--- config.mk ---
export PLATFORM = sky130hd
export DESIGN_NAME = frame_queue_drop_oldest
export DESIGN_NICKNAME = d
export VERILOG_FILES = /design/src/rtl/fqd_pkg.sv /design/src/rtl/fqd_store.sv /design/src/rtl/frame_queue_drop_oldest.sv
export SDC_FILE = /design/constraint.sdc
export NUM_CORES = 2
export LEC_CHECK = 0
export BUFFER_PORTS_ARGS = -buffer_cell sky130_fd_sc_hd__buf_4
export CORE_ASPECT_RATIO = 1.5
export CORE_MARGIN = 2
export CORE_UTILIZATION = 60
export DETAILED_ROUTE_END_ITERATION = 6
export GPL_ROUTABILITY_DRIVEN = 0
export HOLD_SLACK_MARGIN = 0.05
export PLACE_DENSITY = 0.77
export SETUP_SLACK_MARGIN = 0.5
export SLEW_MARGIN = 10
export SYNTH_ARGS = -nofsm -noshare
export SYNTH_HDL_FRONTEND = slang
export SYNTH_SLANG_ARGS = --single-unit
export TNS_END_PERCENT = 100
--- constraint.sdc ---
create_clock -name clk -period 21.1 [get_ports clk]
set_input_delay 1.055 -clock clk [delete_from_list [all_inputs] [get_ports clk]]
set_output_delay 1.055 -clock clk [all_outputs]
set_load 0.02 [all_outputs]
--- src/rtl/fqd_pkg.sv ---
package fqd_pkg;

  localparam int QUEUE_DEPTH = 64;
  localparam int PTR_W = $clog2(QUEUE_DEPTH);
  localparam int CNT_W = $clog2(QUEUE_DEPTH + 1);

  localparam int HANDLE_W = 16;
  localparam int SIZE_W = 24;
  localparam int FORMAT_W = 8;
  localparam int TOTAL_W = 32;

  localparam logic [2:0] CMD_PUSH        = 3'd0;
  localparam logic [2:0] CMD_POP_OLDEST  = 3'd1;
  localparam logic [2:0] CMD_POP_LATEST  = 3'd2;
  localparam logic [2:0] CMD_SET_FORMAT  = 3'd3;
  localparam logic [2:0] CMD_READ_CHANGE = 3'd4;

  localparam logic [1:0] REG_DROP_LIMIT = 2'd0;
  localparam logic [1:0] REG_DROP_MODE  = 2'd1;

  localparam logic [1:0] MODE_BYTES  = 2'd1;
  localparam logic [1:0] MODE_FRAMES = 2'd2;

  typedef struct packed {
    logic [HANDLE_W-1:0] handle;
    logic [SIZE_W-1:0]   size;
  } desc_t;

  function automatic logic [PTR_W-1:0] advance(input logic [PTR_W-1:0] p);
    return (p == PTR_W'(QUEUE_DEPTH - 1)) ? '0 : p + 1'b1;
  endfunction

  function automatic logic [PTR_W-1:0] retreat(input logic [PTR_W-1:0] p);
    return (p == '0) ? PTR_W'(QUEUE_DEPTH - 1) : p - 1'b1;
  endfunction

endpackage

--- src/rtl/fqd_store.sv ---
module fqd_store (
  input  logic                     clk,
  input  logic                     wr_en,
  input  logic [fqd_pkg::PTR_W-1:0] wr_addr,
  input  fqd_pkg::desc_t           wr_data,
  input  logic [fqd_pkg::PTR_W-1:0] rd_addr,
  output fqd_pkg::desc_t           rd_data
);

  fqd_pkg::desc_t mem [fqd_pkg::QUEUE_DEPTH];

  always_ff @(posedge clk) begin
    if (wr_en) begin
      mem[wr_addr] <= wr_data;
    end
  end

  always_ff @(posedge clk) begin
    rd_data <= mem[rd_addr];
  end

endmodule

--- src/rtl/frame_queue_drop_oldest.sv ---
// Queue of frame descriptors (16-bit handle, 24-bit size) in a 64-entry ring with frame
// and byte totals. One item is worked at a time: set format, read changed and unknown
// codes go from accept straight to the finish state; a pop passes its pop state and a
// push the drop check. Each frame dropped by the limit adds a drop state: one store read
// plus the totals update. Pop latest reads only the newest entry and empties the queue.
// Results sit in an output register, so the next item is accepted while a result waits.
// Configuration writes are always ready and must only come while the block is idle.
module frame_queue_drop_oldest (
  input  logic                           clk,
  input  logic                           rst,

  input  logic                           cfg_valid,
  output logic                           cfg_ready,
  input  logic [1:0]                     cfg_index,
  input  logic [31:0]                    cfg_data,

  input  logic                           in_valid,
  output logic                           in_stall,
  input  logic [2:0]                     command,
  input  logic [fqd_pkg::HANDLE_W-1:0]   frame_handle,
  input  logic [fqd_pkg::SIZE_W-1:0]     frame_size,
  input  logic [fqd_pkg::FORMAT_W-1:0]   new_format,

  output logic                           res_valid,
  input  logic                           res_stall,
  output logic                           out_valid,
  output logic [fqd_pkg::HANDLE_W-1:0]   out_handle,
  output logic [fqd_pkg::SIZE_W-1:0]     out_size,
  output logic                           changed_flag,
  output logic                           queue_empty,
  output logic [fqd_pkg::CNT_W-1:0]      queued_frames,
  output logic [fqd_pkg::TOTAL_W-1:0]    queued_bytes,
  output logic [fqd_pkg::CNT_W-1:0]      dropped_now,
  output logic [fqd_pkg::TOTAL_W-1:0]    dropped_total,
  output logic                           overflow
);

  localparam logic [2:0] ST_IDLE   = 3'd0;
  localparam logic [2:0] ST_CHECK  = 3'd1;
  localparam logic [2:0] ST_DROP   = 3'd2;
  localparam logic [2:0] ST_POP    = 3'd3;
  localparam logic [2:0] ST_POPL   = 3'd4;
  localparam logic [2:0] ST_FINISH = 3'd5;

  logic [2:0] state;

  logic [31:0] drop_limit;
  logic [1:0]  drop_mode;

  logic [fqd_pkg::PTR_W-1:0]    head;
  logic [fqd_pkg::PTR_W-1:0]    tail;
  logic [fqd_pkg::CNT_W-1:0]    frame_total;
  logic [fqd_pkg::TOTAL_W-1:0]  byte_total;
  logic [fqd_pkg::FORMAT_W-1:0] current_format;
  logic                         format_changed;
  logic [fqd_pkg::TOTAL_W-1:0]  drop_counter;

  // per-item working registers
  logic                         item_valid;
  logic [fqd_pkg::HANDLE_W-1:0] item_handle;
  logic [fqd_pkg::SIZE_W-1:0]   item_size;
  logic                         item_changed;
  logic [fqd_pkg::CNT_W-1:0]    item_dropped;
  logic                         item_overflow;

  logic                      accept;
  logic                      store_full;
  logic                      wr_en;
  logic [fqd_pkg::PTR_W-1:0] rd_addr;
  fqd_pkg::desc_t            wr_data;
  fqd_pkg::desc_t            rd_data;
  logic                      need_drop;

  assign cfg_ready  = 1'b1;
  assign in_stall   = (state != ST_IDLE);
  assign accept     = in_valid && !in_stall;
  assign store_full = (frame_total == fqd_pkg::CNT_W'(fqd_pkg::QUEUE_DEPTH));
  assign wr_en      = accept && (command == fqd_pkg::CMD_PUSH) && !store_full;
  assign wr_data    = '{handle: frame_handle, size: frame_size};

  always_comb begin
    rd_addr = head;
    if (state == ST_IDLE && command == fqd_pkg::CMD_POP_LATEST) begin
      rd_addr = fqd_pkg::retreat(tail);
    end
  end

  always_comb begin
    need_drop = 1'b0;
    if (drop_limit != '0 && frame_total != '0) begin
      if (drop_mode == fqd_pkg::MODE_BYTES) begin
        need_drop = byte_total > drop_limit;
      end else if (drop_mode == fqd_pkg::MODE_FRAMES) begin
        need_drop = 32'(frame_total) > drop_limit;
      end
    end
  end

  fqd_store u_store (
    .clk     (clk),
    .wr_en   (wr_en),
    .wr_addr (tail),
    .wr_data (wr_data),
    .rd_addr (rd_addr),
    .rd_data (rd_data)
  );

  always_ff @(posedge clk) begin
    if (rst) begin
      drop_limit <= '0;
      drop_mode  <= '0;
    end else if (cfg_valid && cfg_ready) begin
      case (cfg_index)
        fqd_pkg::REG_DROP_LIMIT: drop_limit <= cfg_data;
        fqd_pkg::REG_DROP_MODE:  drop_mode  <= cfg_data[1:0];
        default: ;
      endcase
    end
  end

  always_ff @(posedge clk) begin
    if (rst) begin
      state          <= ST_IDLE;
      head           <= '0;
      tail           <= '0;
      frame_total    <= '0;
      byte_total     <= '0;
      current_format <= '0;
      format_changed <= 1'b1;
      drop_counter   <= '0;
      res_valid      <= 1'b0;
    end else begin
      if (res_valid && !res_stall && state != ST_FINISH) begin
        res_valid <= 1'b0;
      end
      case (state)
        ST_IDLE: begin
          if (accept) begin
            item_valid    <= 1'b0;
            item_handle   <= '0;
            item_size     <= '0;
            item_changed  <= format_changed;
            item_dropped  <= '0;
            item_overflow <= 1'b0;
            state         <= ST_FINISH;
            case (command)
              fqd_pkg::CMD_PUSH: begin
                if (store_full) begin
                  item_overflow <= 1'b1;
                end else begin
                  tail        <= fqd_pkg::advance(tail);
                  frame_total <= frame_total + 1'b1;
                  byte_total  <= byte_total + 32'(frame_size);
                  state       <= ST_CHECK;
                end
              end
              fqd_pkg::CMD_POP_OLDEST: begin
                if (frame_total != '0) begin
                  state <= ST_POP;
                end
              end
              fqd_pkg::CMD_POP_LATEST: begin
                if (frame_total != '0) begin
                  state <= ST_POPL;
                end else begin
                  head <= '0;
                  tail <= '0;
                end
              end
              fqd_pkg::CMD_SET_FORMAT: begin
                if (new_format != current_format) begin
                  head           <= '0;
                  tail           <= '0;
                  frame_total    <= '0;
                  byte_total     <= '0;
                  format_changed <= 1'b1;
                  current_format <= new_format;
                end
              end
              fqd_pkg::CMD_READ_CHANGE: begin
                format_changed <= 1'b0;
              end
              default: ;
            endcase
          end
        end
        ST_CHECK: begin
          // head read is issued this cycle, data lands in ST_DROP
          if (need_drop) begin
            state <= ST_DROP;
          end else begin
            drop_counter <= drop_counter + 32'(item_dropped);
            state        <= ST_FINISH;
          end
        end
        ST_DROP: begin
          byte_total   <= byte_total - 32'(rd_data.size);
          frame_total  <= frame_total - 1'b1;
          head         <= fqd_pkg::advance(head);
          item_dropped <= item_dropped + 1'b1;
          state        <= ST_CHECK;
        end
        ST_POP: begin
          item_valid  <= 1'b1;
          item_handle <= rd_data.handle;
          item_size   <= rd_data.size;
          byte_total  <= byte_total - 32'(rd_data.size);
          frame_total <= frame_total - 1'b1;
          head        <= fqd_pkg::advance(head);
          state       <= ST_FINISH;
        end
        ST_POPL: begin
          item_valid  <= 1'b1;
          item_handle <= rd_data.handle;
          item_size   <= rd_data.size;
          head        <= '0;
          tail        <= '0;
          frame_total <= '0;
          byte_total  <= '0;
          state       <= ST_FINISH;
        end
        ST_FINISH: begin
          if (!res_valid || !res_stall) begin
            res_valid <= 1'b1;
            state     <= ST_IDLE;
          end
        end
        default: state <= ST_IDLE;
      endcase
    end
  end

  always_ff @(posedge clk) begin
    if (state == ST_FINISH && (!res_valid || !res_stall)) begin
      out_valid     <= item_valid;
      out_handle    <= item_handle;
      out_size      <= item_size;
      changed_flag  <= item_changed;
      queue_empty   <= (frame_total == '0);
      queued_frames <= frame_total;
      queued_bytes  <= byte_total;
      dropped_now   <= item_dropped;
      dropped_total <= drop_counter;
      overflow      <= item_overflow;
    end
  end

  a_frames_bounded: assert property (@(posedge clk) disable iff (rst)
    frame_total <= fqd_pkg::CNT_W'(fqd_pkg::QUEUE_DEPTH))
    else $error("frame count above queue depth");

  a_empty_no_bytes: assert property (@(posedge clk) disable iff (rst)
    (frame_total == '0) |-> (byte_total == '0))
    else $error("bytes held with no frames queued");

  a_ring_consistent: assert property (@(posedge clk) disable iff (rst)
    ((32'(head) + 32'(frame_total)) % fqd_pkg::QUEUE_DEPTH) == 32'(tail))
    else $error("head, tail and frame count disagree");

  a_refused_no_drop: assert property (@(posedge clk) disable iff (rst)
    (res_valid && overflow) |-> (dropped_now == '0 && !out_valid))
    else $error("refused push reports drops or a frame");

endmodule

### After elaboration in Yosys (flattened, before gate mapping)

Memories as Yosys holds them, arrays and structs flattened. A register that Yosys moved wholly into a read port is not among the register bits.
Index checks and enable logic that the tools add are counted.

* register bits: 302
* memory bits (writable): 2560
* output and inout bits: 125
* memories: 1

* add/sub/neg operators: 9
* order comparisons: 2
* equal/unequal tests: 26
* muxes and demuxes: 50
* bitwise gates (word level): 2
* reductions and logical operators: 40

Memory list
* u_store.mem: depth 64, bits a word 40, rd ports 1, clocked after Yosys merged registers in 1, write ports 1, line fqd_store.sv:10 `fqd_pkg::desc_t mem [fqd_pkg::QUEUE_DEPTH];`

Operator list (count)
* 2-to-1 mux 32 bit: 3
* case mux 32 bit (3 select lines): 1
* case mux 32 bit (2 select lines): 1
* 2-to-1 mux 6 bit: 9
* case mux 24 bit (2 select lines): 1
* case mux 6 bit (3 select lines): 2
* adder 32 x 24 -> 32 bit: 1
* adder 32 x 7 -> 32 bit: 1
* > comparator 32 bit: 1
* > comparator 7 x 32 -> 1 bit: 1
* case mux 16 bit (2 select lines): 1
* nonzero test 32 bit: 1
* subtractor 32 x 24 -> 32 bit: 1
* 2-to-1 mux 7 bit: 4
* case mux 7 bit (2 select lines): 2
* 2-to-1 mux 24 bit: 1
* case mux 6 bit (2 select lines): 2
* case mux 7 bit (3 select lines): 1
* 2-to-1 mux 16 bit: 1
* 2-to-1 mux 3 bit: 5
* case mux 3 bit (5 select lines): 1
* adder 7 x 1 -> 7 bit (second input constant): 2
* adder 6 x 1 -> 6 bit (second input constant): 2
* == test 3 x 2 -> 1 bit (second input constant): 4
* 34 further kinds: 80

### Logic depth before layout (Yosys ltp)

* depth in word-level cells: 7
* gate-level depth with buffers: 16
* depth with buffers taken out: 12

### Cells and area by module

From an unflattened synthesis, not the netlist that was laid out.

* cells, all modules: 5834
* area total of the unflattened synthesis: 113667.8 µm²

By module, submodules not included
* fqd_store: instances 1, cells each 4263, area each 97960.2 µm²
* frame_queue_drop_oldest: instances 1, cells each 1571, area each 15707.6 µm²

### Worst setup path after synthesis

OpenSTA, ideal clock, no wires.

* path kind: flip-flop to flip-flop
* start: reg state[2]
* end: reg changed_flag, enable pin
* library setup time: 0.644 ns
* data arrival time: 7.058 ns
* path slack: 13.399 ns
* cell stages (with the launch flop): 6
* period minus slack after synthesis: 7.701 ns
* cell sequence: dfxtp_1 -> clkbuf_1 -> clkbuf_1 -> nor2b_1 -> nand2_1 -> a21oi_1

* longest elaborated chain between the ends: 2

RTL lines
* start: declaration: line frame_queue_drop_oldest.sv:45 `logic [2:0] state;`
* start signal: assignment: line frame_queue_drop_oldest.sv:123 `state <= ST_IDLE;`
* start signal: assignment: line frame_queue_drop_oldest.sv:145 `state <= ST_FINISH;`
* start signal: assignment: line frame_queue_drop_oldest.sv:154 `state <= ST_CHECK;`
* == test 3 bit: line frame_queue_drop_oldest.sv:234 `if (state == ST_FINISH && (!res_valid || !res_stall)) begin`
* logical AND 1 bit: line frame_queue_drop_oldest.sv:234
* end signal: assignment: line frame_queue_drop_oldest.sv:238 `changed_flag <= item_changed;`
* end: declaration: line frame_queue_drop_oldest.sv:29 `output logic changed_flag,`

No other way between the ends.
A chain may end at the register's enable or synchronous reset.

### Worst setup path after layout

* start: reg state[1]
* end: reg, netlist name u_store.rd_data[36]

* longest elaborated chain between the ends: 3

RTL lines
* zero test 3 bit: line frame_queue_drop_oldest.sv:83 `if (state == ST_IDLE && command == fqd_pkg::CMD_POP_LATEST) begin`
* logical AND 1 bit: line frame_queue_drop_oldest.sv:83
* 2-to-1 mux 6 bit: line frame_queue_drop_oldest.sv:83

No other way between the ends.

==> metrics.yaml <==
status: "finished with violations"
violations: "DRC"
final_area_mm2: 0.128
cts.sinks: 2902
maxSlewViolCount: 0
crit_path_max_fanout: 186
grtUsageMet2: 0.546
synthDistinctLibCells: 80
syn2layout_area_growth_pct: 10.8
cts_hold_buf: 0
leakage_nw: 44.9
syn_area_mm2: 0.115
dr.pass1.iters: 7
seq_area_frac_synth: 0.742
dr.first_iter.drc_count: 12500
critical_path_class: "register to register"
worstMarginPinSlew_ps: 1380
clock_skew_ps: 54.7
antenna_found_initial: 17
grt_overflow: 0
setup_viol: 0
layout_setup_ws_ps: 14120
synth_top_area_frac: 0.713
end_kind: "register"
antenna_left: 0
finalNonFillerCells: 11200
port_buffers: 213
routedWlPerCell_um: 30.5
ys.flop_type: "edfxtp_1"
min_path_type: "register to register"
grt_first_pass_wirelength_um: 484000
ir_worst_vdd_v: 0.0000806
vias: 75800
num-nets-final: 8700
yosysTopAreaCell: "edfxtp_1"
power_mw: 13.3
placed_cell_area_mm2: 0.119
pre_cts_slack_ps: 13620
finalHoldViolations: 0
ctsHtreeMaxLevel: 4
min_period_ps: 6980
use_met1: 0.416
tritoncts: "built"
grt_max_degree: 220
critPathArrivalTime_ps: 7720
syn_area_per_cell_um2: 13.7
postCtsResizedCells: 0
die_w_um: 362
grt_busiest_layer: "met2"
dp_cells: 10700
start_util: 0.605
grtUsageMet3: 0.0748
via_per_inst: 6.77
grt_usage: 0.342
setup-tns-final_ps: 0
coreArea_mm2: 0.190
synth_nets: 8604
drt-total-wl_um: 342000
clk_pin_slew_ps: 60
synthArstFlopShare: 0
insertion_delay_ps: 910
synthCells: 8411
synth_seq_cells: 2902
ios: 215
start_kind: "register"
die_area_mm2: 0.195
postCtsSetupRepairBufs: 0
rsz0062_at_grt: "false"
drc_errors: 1
clockBufferDepth: 4
synth_area_leaders: "edfxtp_1 (71%), nand2_1 (7.2%), mux2i_1 (3.0%), dfxtp_1 (3.0%), nand3_1 (2.9%)"
die_height_um: 541
fmax_mhz: 143
dpl.hpwl_um: 177000
post-route-period-util: 0.331
slew-limit-headroom: 0.0789
drv_cap: 0
grt_pass1_vias: 72600
cp.required_ps: 21840
root_buffer: "clkbuf_16"
rows: 196
layout-drive-gt1-share: 0.0973
cts_inserted_buffers: 244
yosysWarnings: 0
synth_edf_count: 2732
power_density_mw_per_mm2: 104
==> worst max-delay path, stage by stage (launching register included) <==
cell	delay, ps
dfxtp_1	460
or4b_4	640
or3_1	540
nor2_4	240
a21o_4	650
buf_4	800
buf_4	580
buf_4	730
buf_12	680
mux2i_1	280
a32oi_1	80
nand4_1	210
nand2_1	130
or4_1	460
==> final cells by class <==
type,count,area (µm²)
clock buffers,328,6730
well taps,2475,3100
clock inverters,126,1510
repair buffers,352,2770
fillers,12400,62700
multi-input cells,4925,27700
diodes,7,17.5
inverters,82,308
flip-flops and latches,2902,85400
==> layout by cell type, fill, tap and decap left out, types with 30 or more instances in the layout <==
| cell | instances |
|---|---|
| nor2_1 | 142 |
| xnor2_1 | 55 |
| bufinv_16 | 30 |
| nand3_1 | 664 |
| nor3_1 | 39 |
| clkinv_2 | 48 |
| nand2_1 | 2207 |
| edfxtp_1 | 2732 |
| or4_1 | 45 |
| nand4_1 | 341 |
| a21oi_1 | 158 |
| dfxtp_1 | 170 |
| clkbuf_16 | 246 |
| ha_1 | 100 |
| mux2i_1 | 345 |
| nor2_4 | 67 |
| a32oi_1 | 328 |
| o21ai_0 | 60 |
| clkbuf_1 | 55 |
| buf_4 | 342 |
| inv_1 | 81 |
==> per-stage QoR <==
| stage | util | hold slack [ps] |
|---|---|---|
| after floorplan | - | 400 |
| after global placement | 0.627 | 400 |
| after detailed placement | 0.627 | 405 |
| after CTS | 0.670 | 380 |
| after global routing | 0.670 | 427 |
| final | 0.670 | 414 |
==> power breakdown <==
| group | switching, mW | internal (mW) |
|---|---|---|
| Combinational | 1.42 | 0.657 |
| Clock | 2.03 | 2.61 |
| Sequential | 0.140 | 6.46 |
| Total | 3.58 | 9.73 |
==> per-layer routing <==
layer | part of all wire | up-vias
met5 | 0.00067 | -
met3 | 0.13 | 1377
met1 | 0.32 | 36800
met2 | 0.47 | 5963
li1 | - | 31600
met4 | 0.084 | 20
==> path summary, 6_finish.rpt <==
path,start,to,slack [ps],cells after the start
max,state[1]$_SDFFE_PP0P_,u_store.rd_data[36]$_DFF_P_,14120,13
min,format_changed$_SDFFE_PP1P_,item_changed$_DFFE_PP_,410,0
max reg2reg,state[1]$_SDFFE_PP0P_,u_store.rd_data[36]$_DFF_P_,14120,13
min reg2reg,format_changed$_SDFFE_PP1P_,item_changed$_DFFE_PP_,410,0
==> cells by family (layout without fill, tap and decap cells) <==
group	after synthesis	after routing	share of synthesized area
fa+ha+maj	103	103	0.0114
xor+xnor	73	73	0.00555
compound gates	734	734	0.0476
other cells	1	8	0.0000326
flops	2902	2902	0.742
simple gates	3656	3656	0.140
buf+inv	584	888	0.0224
mux	358	358	0.0313
==> synth_stat cells (60+ instances only) <==
| cell | instances |
|---|---|
| edfxtp_1 | 2732 |
| nand2_1 | 2209 |
| nand3_1 | 664 |
| mux2i_1 | 345 |
| nand4_1 | 341 |
| a32oi_1 | 328 |
| clkbuf_1 | 266 |
| nor2_1 | 208 |
| buf_2 | 184 |
| dfxtp_1 | 170 |
| a21oi_1 | 160 |
| ha_1 | 100 |
| inv_1 | 81 |
| o21ai_0 | 60 |
==> sequential cells by signal, indices dropped and copies added (netlist names), 7 cells and up <==
signal and cells:
item_size 24, frame_total 7, current_format 8, out_handle 16
u_store.mem 2560, queued_bytes 32, queued_frames 7, byte_total 32
dropped_total 32, item_handle 16, u_store.rd_data 40, item_dropped 7
drop_counter 32, drop_limit 32, dropped_now 7, out_size 24
Note: power is estimated with default switching activity, not from simulation.
